`src/rtl/kls_pkg.sv`:
```
// Package: shared constants and types of the k-th largest selector.
`timescale 1ns / 1ps
`default_nettype none

package kls_pkg;

    // Chain depth and field widths
    localparam int MAX_RANK = 64;
    localparam int DATA_W   = 32;
    localparam int RANK_W   = 7;
    localparam int CNT_W    = $clog2(MAX_RANK + 1);
    localparam int KW       = (RANK_W > CNT_W) ? RANK_W : CNT_W;

    // Configuration port
    localparam int APB_AW   = 3;
    localparam int APB_DW   = 32;
    localparam logic REG_K_RANK = 1'b0;

    // Broadcast control from the top level to every cell
    typedef struct packed {
        logic                     load;
        logic signed [DATA_W-1:0] sample;
    } t_cell_ctl;

    // Values of all cells side by side
    typedef logic [MAX_RANK-1:0][DATA_W-1:0] t_val_row;

endpackage

`default_nettype wire

```
`src/rtl/kls_cell.sv`:
```
// One cell of the sorted insertion chain: holds a value, inserts or shifts.
`timescale 1ns / 1ps
`default_nettype none

module kls_cell (
    input  wire                                i_clk,
    input  kls_pkg::t_cell_ctl                 i_ctl,
    input  wire                                i_kept,
    input  wire        [kls_pkg::DATA_W-1:0]   i_left_val,
    input  wire                                i_left_ge,
    output logic       [kls_pkg::DATA_W-1:0]   o_val,
    output logic                               o_ge
);
    import kls_pkg::*;

    logic [DATA_W-1:0] r_val;
    logic [DATA_W-1:0] n_val;

    // Kept value at or above the sample stays in place
    assign o_ge = i_kept && ($signed(r_val) >= i_ctl.sample);
    assign o_val = r_val;

    // Keep, take the sample at the insertion point, or shift from the left
    always_comb begin
        if (o_ge) begin
            n_val = r_val;
        end else if (i_left_ge) begin
            n_val = i_ctl.sample;
        end else begin
            n_val = i_left_val;
        end
    end

    always_ff @(posedge i_clk) begin
        if (i_ctl.load) begin
            r_val <= n_val;
        end
    end

endmodule

`default_nettype wire

```
`config.mk`:
```
export PLATFORM = sky130hd
export DESIGN_NAME = kls_cell
export DESIGN_NICKNAME = d
export VERILOG_FILES = /design/src/rtl/kls_pkg.sv /design/src/rtl/kls_cell.sv
export SDC_FILE = /design/constraint.sdc
export NUM_CORES = 1
export LEC_CHECK = 0
export BUFFER_PORTS_ARGS = -buffer_cell sky130_fd_sc_hd__buf_2
export CAP_MARGIN = 20
export CORE_ASPECT_RATIO = 0.9
export CORE_MARGIN = 4
export CORE_UTILIZATION = 47
export DETAILED_ROUTE_END_ITERATION = 7
export GPL_TIMING_DRIVEN = 0
export PLACE_DENSITY = 0.8
export SYNTH_ARGS = -nofsm -noshare
export SYNTH_HDL_FRONTEND = slang
export SYNTH_SLANG_ARGS = --single-unit
export TNS_END_PERCENT = 1
```
`constraint.sdc`:
```
create_clock -name i_clk -period 4.8 [get_ports i_clk]
set_input_delay 0 -clock i_clk [delete_from_list [all_inputs] [get_ports i_clk]]
set_output_delay 0 -clock i_clk [all_outputs]
set_load 0.005 [all_outputs]
```
==> reports/results.ini, run 1 <==
[setup_path]
reg2reg_from = o_val[14]
r2r-end = o_val[25]
cp_max_fo = 14
reg2reg_slack_ps = 1840
end_kind = flop
arrival_ps = 2950
critPathLaunchType = flop
reg2regPathDepth = 7
cp.required_ps = 4780
worstSetupPathType = flop to flop
crit_start = o_val[14]

[cts]
cts_setup_buffers = 0
cts_tree = yes
insertion_delay_ps = 290
path_clk_slew_ps = 70
clkSinkCount = 32
clockBufferDepth = 2
htreeDepth = 2
cts_root_buffer = clkbuf_8
cts_resized = 0
cts_buffers = 5
ctsHoldBuffers = 9

[grt]
grt_pass1_vias = 1907
antenna_found_initial = 0
grtUsageTotal = 0.194
overflow = 0
grt_max_degree = 15
grt_pass1_wl_mm = 8.61

[floorplan]
start_util = 0.491
die_height_um = 73.0
io-pin-count = 101
rows = 23
core_um2 = 4490
die_x_um = 80.2
die_area_um2 = 5850

[hold_path]
hold-path-endpoint = o_val[6]
hold_start = i_left_val[6]
hp-class = primary input to flop
hold_depth = 2

[synthesis]
seq_area_frac_synth = 0.436
synth_area_um2 = 2210
syn_nets = 289
synth_cells = 189
syn_avg_cell_area_um2 = 11.7
ys_ff_latch = 32
yosys.area.top_type = edfxtp_1
synth_warnings = 0
synthTopCellsByArea = edfxtp_1 44%, ha_1 18%, mux2_2 11%, inv_1 5.6%, mux2_1 5.6%
synth_top_area_frac = 0.436
synth_cell_types = 30

[timing]
skew_ps = 10.3
fmax_ghz = 0.337
fin_crit_ps = 2960
rsz0062_at_grt = false
slew_viol_final = 0
final_hold_viol_count = 0
maxSlewHeadroom = 0.512
setup_viol = 0
fin_tns_setup_ps = 0
tightest_slew_ps = 733
fin_crit_sh = 0.617

[routing]
drt_iter0_drc = 36
top_layer_used = met4
wl_met1_mm = 2.22
met2_length_mm = 2.84
drc = 0
wl_per_cell_um = 14.9
drt-vias-per-instance = 5.01
vias = 1848
drtAntennaViolNets = 0
routed_wl_mm = 5.49
met3_length_um = 291
firstDrtPassIters = 4

[pwr]
leakage_nw = 1.44
power_switching_uw = 207
p_int_uw = 533
p_seq_frac = 0.475
p_clk_frac = 0.262
switching_share = 0.280
peakVddDrop_mv = 0.167
p_comb_frac = 0.263
powerDensity_nw_per_um2 = 247

[cells_and_area]
area_growth_pct = 35.7
largest_reg_flops = 32
antennaDiodeCount = 0
drive_gt1_frac = 0.436
multi_input_area_um2 = 1120
fin_cells = 369
final-seq-area_um2 = 961
nFillCells = 391
nets = 407
final_area_um2 = 2990

[place]
dp_cells = 352
port_buffers = 99
gp_congestion = 0.740
place_area_um2 = 2820
hpwl_mm = 4.41

[outcome]
outcome = finished, final reports clean

[flow_run]
cap_violations = 0

cell usage after synthesis:
| cell type | n |
|---|---|
| nand4_4 | 1 |
| a211oi_1 | 1 |
| nand4_1 | 3 |
| clkbuf_1 | 1 |
| buf_1 | 3 |
| mux2_1 | 11 |
| nor4_1 | 1 |
| o2bb2ai_1 | 1 |
| a21oi_1 | 13 |
| nor2_1 | 7 |
| nor2b_1 | 1 |
| nand4b_1 | 1 |
| a21oi_2 | 1 |
| a311oi_2 | 1 |
| inv_1 | 33 |
| o22ai_2 | 1 |
| o211a_1 | 1 |
| o21a_1 | 1 |
| nand4_2 | 1 |
| o21ai_0 | 2 |
| nand2_1 | 9 |
| ha_1 | 32 |
| nor4_2 | 1 |
| nor3_1 | 1 |
| o21ai_1 | 4 |
| edfxtp_1 | 32 |
| mux2_2 | 21 |
| nand3_1 | 2 |
| or4_4 | 1 |
| o211ai_1 | 1 |
cell usage in the layout (no fill, tap or decap):
| cell type | Yosys | routed |
|---|---|---|
| buf_2 | 0 | 99 |
| inv_1 | 33 | 33 |
| ha_1 | 32 | 32 |
| edfxtp_1 | 32 | 32 |
| mux2_2 | 21 | 21 |
| a21oi_1 | 13 | 13 |
| mux2_1 | 11 | 11 |
| dlygate4sd3_1 | 0 | 10 |
| nand2_1 | 9 | 9 |
| nor2_1 | 7 | 7 |
| clkbuf_8 | 0 | 5 |
| o21ai_1 | 4 | 4 |
| buf_1 | 3 | 3 |
| nand4_1 | 3 | 3 |
| nand3_1 | 2 | 2 |
| o21ai_0 | 2 | 2 |
| clkinv_1 | 0 | 2 |
| clkbuf_1 | 1 | 1 |
| nand4_4 | 1 | 1 |
| nor4_2 | 1 | 1 |
| nand4_2 | 1 | 1 |
| o21a_1 | 1 | 1 |
| o2bb2ai_1 | 1 | 1 |
| nor2b_1 | 1 | 1 |
| o211ai_1 | 1 | 1 |
| or4_4 | 1 | 1 |
| a21oi_2 | 1 | 1 |
| nor4_1 | 1 | 1 |
| a211oi_1 | 1 | 1 |
| nand4b_1 | 1 | 1 |
| o211a_1 | 1 | 1 |
| o22ai_2 | 1 | 1 |
| nor3_1 | 1 | 1 |
| a311oi_4 | 0 | 1 |
| buf_6 | 0 | 1 |
| buf_8 | 0 | 1 |
critical path: stages, from the launching register on:
cell	delay, ps
edfxtp_1	400
ha_1	330
nand4_2	160
or4_4	570
a21oi_2	150
nor3_1	110
a311oi_4	680
buf_8	250
power by group through the flow:
stage,registers [mW],logic (mW),clock network (mW)
2_1_floorplan,0.360,0.100,0
6_report,0.351,0.195,0.194
5_1_grt,0.354,0.219,0.214
3_3_place_gp,0.358,0.173,0
3_5_place_dp,0.357,0.189,0
4_1_cts,0.351,0.196,0.200
stage by stage:
stage	utilization	setup WS, ps	hold slack, ps	total power, mW
6_report	0.667	1840	9.89	0.740
5_1_grt	0.667	1690	3.61	0.787
4_1_cts	0.664	1800	0.924	0.747
3_5_place_dp	0.627	1810	286	0.546
3_3_place_gp	0.619	532	281	0.531
2_1_floorplan	-	1310	152	0.460
cell families after synthesis:
group / share of synthesized area
buffers and inverters: 0.0630
and+or+nand+nor: 0.0783
DFF: 0.436
AOI/OAI and AO/OA: 0.0783
muxes: 0.163
adders and majority gates: 0.182
cell type report:
type / instances / share of cell area
plain buffers: 4 / 0.00502
clock buffers: 5 / 0.0230
clock inverters: 2 / 0.00251
inverters: 33 / 0.0414
multi-input cells: 120 / 0.373
flip-flops and latches: 32 / 0.321
well taps: 62 / 0.0259
repair buffers: 111 / 0.208
how the worst max path moves through the flow:
stage,to,slack (ps),cells past startpoint
final,o_val[25],1840,7
after global routing,o_val[27],1690,8
after CTS,o_val[25],1800,7
after detailed placement,o_val[26],1810,7
after global placement,o_val[7],530,6
after floorplan,o_val[0],1310,6
layer usage:
metal / up-vias / track usage
li1: 922 / -
met1: 851 / 0.221
met2: 59 / 0.346
met3: 16 / 0.0494
met4: 0 / 0.0788
met5: - / 0
No activity file was read; power rests on OpenSTA's default activity.
==> inputs of run 2 (changes only) <==
Settings changed: ABC_AREA set to 1, CORE_UTILIZATION 47 to 42, PLACE_DENSITY 0.8 to 0.76.
Clock period 4.8 ns to 2.7 ns, I/O delays scaled along.
==> run 2 against run 1 <==
Compared with the run above:
- global-route usage fell by 2.3 points
- wire length fell by 0.64%
- sequential share of layout area rose by 0.73 points
- synthesized area fell by 1.3%
- via count rose by 6.3%
- sequential cell count did not move
- cell count rose by 14%
- hold slack improved by 12 ps
- critical path depth rose by 2
- synthesized cell count rose by 31%
- combinational power rose by 83%
==> reports/results.ini, run 2 <==
[synthesis]
synthTopCellsByArea = edfxtp_1 44%, ha_1 18%, a21oi_1 10%, inv_1 7.2%, nor2_1 6.6%
synth_cell_types = 22  ; -27%
synth_most_common_cell = a21oi_1
yosys.area_share.simple = 0.153  ; +0.0746
syn_nets = 348  ; +20%
synthAdderAreaFrac = 0.184  ; +0.00240
synthArstFlopShare = 0  ; unchanged
syn_avg_cell_area_um2 = 8.78  ; -25%
synth_cells = 248  ; +31%
synth_area_um2 = 2180  ; -1.3%
synth-compound-area-share = 0.130  ; +0.0522
synth_ff_type = edfxtp_1
muxShareOfSynthArea = 0.00517  ; -0.158
synth_warnings = 0  ; unchanged
netlist_top_cells_count = 44 x a21oi_1, 42 x inv_1, 38 x nor2_1
seq_area_frac_synth = 0.441  ; +0.00576
yosys.area.top_type = edfxtp_1
synth_edf_count = 32  ; unchanged
synth_top_area_frac = 0.441  ; +0.00576
synth_xor_area_frac = 0  ; unchanged
ys_ff_latch = 32  ; unchanged
synth_top_family_by_area = adder cells

[routing]
drtAntennaViolNets = 0  ; unchanged
wl_per_cell_um = 12.9  ; -13%
drc = 0  ; unchanged
vias = 1964  ; +6.3%
drt-vias-per-instance = 4.65  ; -7.1%
routed_wl_mm = 5.45  ; -0.64%
drt_iter0_drc = 41  ; +14%
firstDrtPassIters = 4  ; unchanged

[timing]
setup_viol = 0  ; unchanged
tightest_slew_ps = 574  ; -158 ps
hold_ws_ps = 22.3  ; +12.4 ps
final_hold_viol_count = 0  ; unchanged
fin_crit_sh = 0.915  ; +0.298
maxSlewHeadroom = 0.616  ; +0.105
fmax_ghz = 0.405  ; +20%
fin_crit_ps = 2470  ; -493 ps
rsz0062_at_grt = false
skew_ps = 2.60  ; -7.68 ps
slew_viol_final = 0  ; unchanged

[hold_path]
hold_start = i_left_val[0]
hp-class = primary input to flop

[cells_and_area]
area_growth_pct = 34.4
final_area_um2 = 2930  ; -2.2%
antennaDiodeCount = 0  ; unchanged
mostFrequentLayoutCell = buf_2
final_util = 0.594  ; -0.0724
largest_reg_flops = 32  ; unchanged
final_cell_mix = 99 x buf_2, 44 x a21oi_1, 42 x inv_1, 38 x nor2_1
nFillCells = 472  ; +21%
nets = 456  ; +12%
drive_gt1_frac = 0.331  ; -0.106
fin_cells = 422  ; +14%

[setup_path]
reg2reg_from = o_val[23]
cp.required_ps = 2610  ; -2170 ps
cp_max_fo = 16  ; +2
cpMaxStageDelayCell = a21oi_4
worstSetupPathType = flop to flop
end_kind = flop
crit_start = o_val[23]
path_cells = ha_4 > nand2_1 > nor2_1 > nand4_1 > nor3b_4 > nand2_1 > nand3_2 > nand3_4 > a21oi_4
arrival_ps = 2390  ; -560 ps
critPathLaunchType = flop
crit_top_cell = nand2_1
max_stage_delay_ps = 500  ; -180 ps

[cts]
ctsHoldBuffers = 0  ; -9
clockBufferDepth = 2  ; unchanged
insertion_delay_ps = 280  ; about the same
clkSinkCount = 32  ; unchanged
cts_buffers = 5  ; unchanged
path_clk_slew_ps = 70  ; about the same
cts_root_buffer = clkbuf_8
htreeDepth = 2  ; unchanged
cts_tree = yes

[place]
port_buffers = 99  ; unchanged
place_area_um2 = 2760  ; -2.0%
dp_cells = 412  ; +17%
gp_congestion = 0.799  ; +8.0%
hpwl_mm = 4.18  ; -5.2%

[floorplan]
core_um2 = 4920  ; +9.7%
io-pin-count = 101  ; unchanged
die_x_um = 83.9  ; +4.6%
die_area_um2 = 6400  ; +9.3%
rows = 24  ; +4.3%
start_util = 0.442  ; -0.0493
die_height_um = 76.3  ; +4.5%

[grt]
grt_busiest_layer = met2
grt_pass1_wl_mm = 8.94  ; +3.8%
grt_util_met1 = 0.222  ; +0.000421
overflow = 0  ; unchanged
grt_max_degree = 17  ; +2
grtUsageMet2 = 0.280  ; -0.0658
grtUsageTotal = 0.171  ; -0.0230
grt_pass1_vias = 1956  ; +2.6%
antenna_found_initial = 0  ; unchanged
use_met3 = 0.0562  ; +0.00683

[pwr]
powerDensity_nw_per_um2 = 457  ; +85%
leakage_nw = 1.50  ; +4.6%
peakVddDrop_mv = 0.204  ; +22%

[flow_run]
cap_violations = 0  ; unchanged

[outcome]
outcome = finished, final reports clean

-- run 2: changes by cell type after synthesis, moves of 2 or more --
cell      change
a21o_1        +2
a21oi_1      +31
buf_1         -2
clkbuf_1      +5
inv_1         +9
mux2_1       -11
mux2_2       -20
nand2_1      +23
nand2_2       +2
nor2_1       +31
o21ai_1       -3
-- run 2: layer usage --
layer | vias to the layer above | wire length, um
met5 | - | 0
met4 | 0 | 26
met3 | 5 | 424
met2 | 64 | 2560
met1 | 852 | 2440
li1 | 1043 | -
-- run 2: area by class of cell --
cell class	count	area, um^2	share of cell area
inverter	43	161	0.0552
multi-input combinational	167	1100	0.376
tap	65	81.3	0.0278
clock inverter	1	3.75	0.00128
sequential	32	961	0.328
buffer	7	26.3	0.00898
timing repair buffer	100	515	0.176
clock buffer	7	76.3	0.0261
-- run 2: cells by family (layout without fill, tap and decap cells) --
logic type | Yosys count | count (layout)
AND/OR/NAND/NOR | 80 | 80
AO/OA/AOI/OAI | 53 | 54
buffers and inverters | 50 | 158
adder cells (fa/ha/maj) | 32 | 32
flip-flops | 32 | 32
multiplexers | 1 | 1
-- run 2: worst paths after layout --
kind | end | slack (ps) | cells after the start
setup / recovery | o_val[11] | 230 | 9
hold reg to reg | o_val[1] | 1130 | 4
setup reg to reg | o_val[11] | 230 | 9
hold / removal | o_val[0] | 20 | 2
-- run 2: repair_timing --
| item | CTS | global route |
|---|---|---|
| cloned | 1 | 0 |
| resized for setup | 1 | 6 |
| pin swaps | 1 | 2 |
| setup buffers | 0 | 1 |
| setup endpoints to repair | 32 | 32 |
| endpoints found under the hold margin | 0 | 0 |
-- run 2: critical path: cells and delay by family (launching register included) --
kind                       cells  cell delay [ps]
adders and majority gates      1              300
and+or+nand+nor                7              870
DFF                            1              430
AOI/OAI and AO/OA              1              500
-- run 2: stage by stage --
stage / total power [mW] / setup slack, ps / setup TNS [ps]
after floorplan: 0.830 / 266 / 0
after global routing: 1.43 / 9.75 / 0
after detailed placement: 0.971 / -221 / -7030
final: 1.34 / 229 / 0
after global placement: 0.961 / -190 / -6040
after CTS: 1.33 / 41.8 / 0
-- run 2: report_power, final --
group          leakage [nW]  switching [mW]  internal [mW]
Sequential            0.303          0.0232          0.605
Combinational          1.16           0.193          0.164
Clock                0.0399           0.171          0.179
Total                  1.50           0.387          0.949
==> inputs of run 3 (changes only) <==
Settings changed: CORE_ASPECT_RATIO 0.9 to 0.6.
==> run 3 against run 2 <==
Compared with the run above:
- cell count shrank 0.47%
- hold slack gained 8.0 ps
- sequential cell count stayed put
- die area rose by 0.57%
- clock power is 27% higher
- critical path type unchanged
==> reports/results.ini, run 3 (synthesized netlist as in run 2, its figures left out) <==
[cells_and_area]
largest_reg_flops = 32  ; unchanged
mostFrequentLayoutCell = buf_2
fin_cells = 420  ; -0.47%
nets = 456  ; unchanged
drive_gt1_frac = 0.325  ; -0.00560
antennaDiodeCount = 0  ; unchanged
area_growth_pct = 33.6
nFillCells = 441  ; -6.6%
final_cell_mix = 99 x buf_2, 44 x a21oi_1, 42 x inv_1, 38 x nor2_1

[hold_path]
hold_start = i_left_val[21]
hp-class = primary input to flop

[timing]
fin_crit_ps = 2500  ; +29.0 ps
skew_ps = 4.16  ; +1.56 ps
rsz0062_at_grt = false
setup_viol = 0  ; unchanged
fin_tns_setup_ps = 0  ; unchanged
final_hold_viol_count = 0  ; unchanged
fin_crit_sh = 0.926  ; +0.0107
slew_viol_final = 0  ; unchanged
fmax_ghz = 0.400  ; -1.2%
tightest_slew_ps = 555  ; -19.5 ps
maxSlewHeadroom = 0.629  ; +0.0130

[cts]
insertion_delay_ps = 280  ; about the same
cts_tree = yes
htreeDepth = 2  ; unchanged
cts_buffers = 5  ; unchanged
ctsHoldBuffers = 0  ; unchanged
cts_root_buffer = clkbuf_8
clkSinkCount = 32  ; unchanged
path_clk_slew_ps = 70  ; about the same
clockBufferDepth = 2  ; unchanged

[routing]
drt_iter0_drc = 45  ; +9.8%
firstDrtPassIters = 4  ; unchanged
vias = 2006  ; +2.1%
drtAntennaViolNets = 0  ; unchanged
wl_per_cell_um = 13.4  ; +3.4%
routed_wl_mm = 5.61  ; +3.0%
drt-vias-per-instance = 4.78  ; +2.6%
drc = 0  ; unchanged

[setup_path]
path_cells = ha_1 > nand2_2 > nor2_2 > nand2_2 > nor3b_2 > nand2_1 > nand3_1 > nand3_4 > a21oi_4
cpMaxStageDelayCell = a21oi_4
end_kind = flop
worstSetupPathType = flop to flop
cp.required_ps = 2620  ; about the same
crit_buf_inv = 0  ; unchanged
crit_start = o_val[31]
reg2reg_from = o_val[31]
critPathLaunchType = flop
crit_top_cell = nand2_2
arrival_ps = 2420  ; +30 ps
cp_max_fo = 16  ; unchanged
max_stage_delay_ps = 490  ; about the same
crit_family = simple AND/OR/NAND/NOR gates

[place]
gp_congestion = 0.760  ; -4.9%
hpwl_mm = 4.45  ; +6.6%
port_buffers = 99  ; unchanged
dp_cells = 410  ; -0.49%

[floorplan]
start_util = 0.456  ; +0.0135
core_um2 = 4780  ; -3.0%
die_x_um = 101  ; +20%
rows = 19  ; -21%
die_area_um2 = 6440  ; +0.57%
die_height_um = 63.8  ; -16%
io-pin-count = 101  ; unchanged

[grt]
grt_max_degree = 17  ; unchanged
overflow = 0  ; unchanged
grtUsageTotal = 0.176  ; +0.00556
grt_pass1_vias = 1991  ; +1.8%
antenna_found_initial = 0  ; unchanged
grt_pass1_wl_mm = 8.95  ; +0.16%

[outcome]
outcome = finished, final reports clean

[pwr]
leakage_nw = 1.51  ; about the same
p_seq_frac = 0.440  ; -0.030
switching_share = 0.276  ; -0.0137
p_comb_frac = 0.248  ; -0.019
powerDensity_nw_per_um2 = 491  ; +7.4%
p_clk_frac = 0.312  ; +0.050
finalPower_mw = 1.43  ; +6.8%
power_switching_uw = 394  ; +1.7%
peakVddDrop_mv = 0.253  ; +24%
p_int_mw = 1.03  ; +8.9%

[flow_run]
cap_violations = 0  ; unchanged

run 3: cell type report:
type	count	area [um^2]	area share
multi-input cells	167	1060	0.364
plain buffers	7	26.3	0.00903
clock buffers	5	68.8	0.0237
well taps	63	78.8	0.0271
clock inverters	3	37.5	0.0129
inverters	43	161	0.0555
repair buffers	100	515	0.177
flip-flops and latches	32	961	0.330
run 3: worst paths after layout:
path	to	slack, ps	cells past startpoint
worst max-delay path	o_val[20]	200	9
worst min register to register	o_val[4]	1040	4
worst max register to register	o_val[20]	200	9
worst min-delay path	o_val[21]	30	3
run 3: through the flow:
stage	setup WS, ps	util	hold slack (ps)	area, um^2
CTS	117	0.603	24.5	2880
global placement	-127	0.577	298	2760
detailed placement	-142	0.577	310	2760
floorplan	266	-	80.9	2180
global route	1.04	0.609	23.5	2910
finish	200	0.609	30.2	2910
run 3: tightest hold or removal path: cells and delay by family:
kind	cells	cell delay, ps
AOI/OAI and AO/OA	1	90
buffers and inverters	1	70
and+or+nand+nor	1	30
run 3: routing by layer:
layer	track usage	vias to the layer above	share of wire
li1	-	1043	-
met1	0.235	884	0.47
met2	0.275	75	0.41
met3	0.0663	4	0.11
met4	0.0398	0	0.0045
met5	0	-	0
run 3: what timing repair did:
| action | CTS | global route |
|---|---|---|
| buffers inserted | 0 | 1 |
| endpoints found under the setup margin | 32 | 32 |
| resized for setup | 1 | 1 |
| pin swaps | 1 | 2 |
| cloned | 1 | 0 |
run 3: power by group through the flow:
stage               sequential [mW]  clock (mW)  combinational (mW)
global route                  0.633       0.482               0.406
CTS                           0.628       0.457               0.347
floorplan                     0.641           0               0.189
detailed placement            0.639           0               0.337
global placement              0.638           0               0.325
finish                        0.628       0.445               0.354
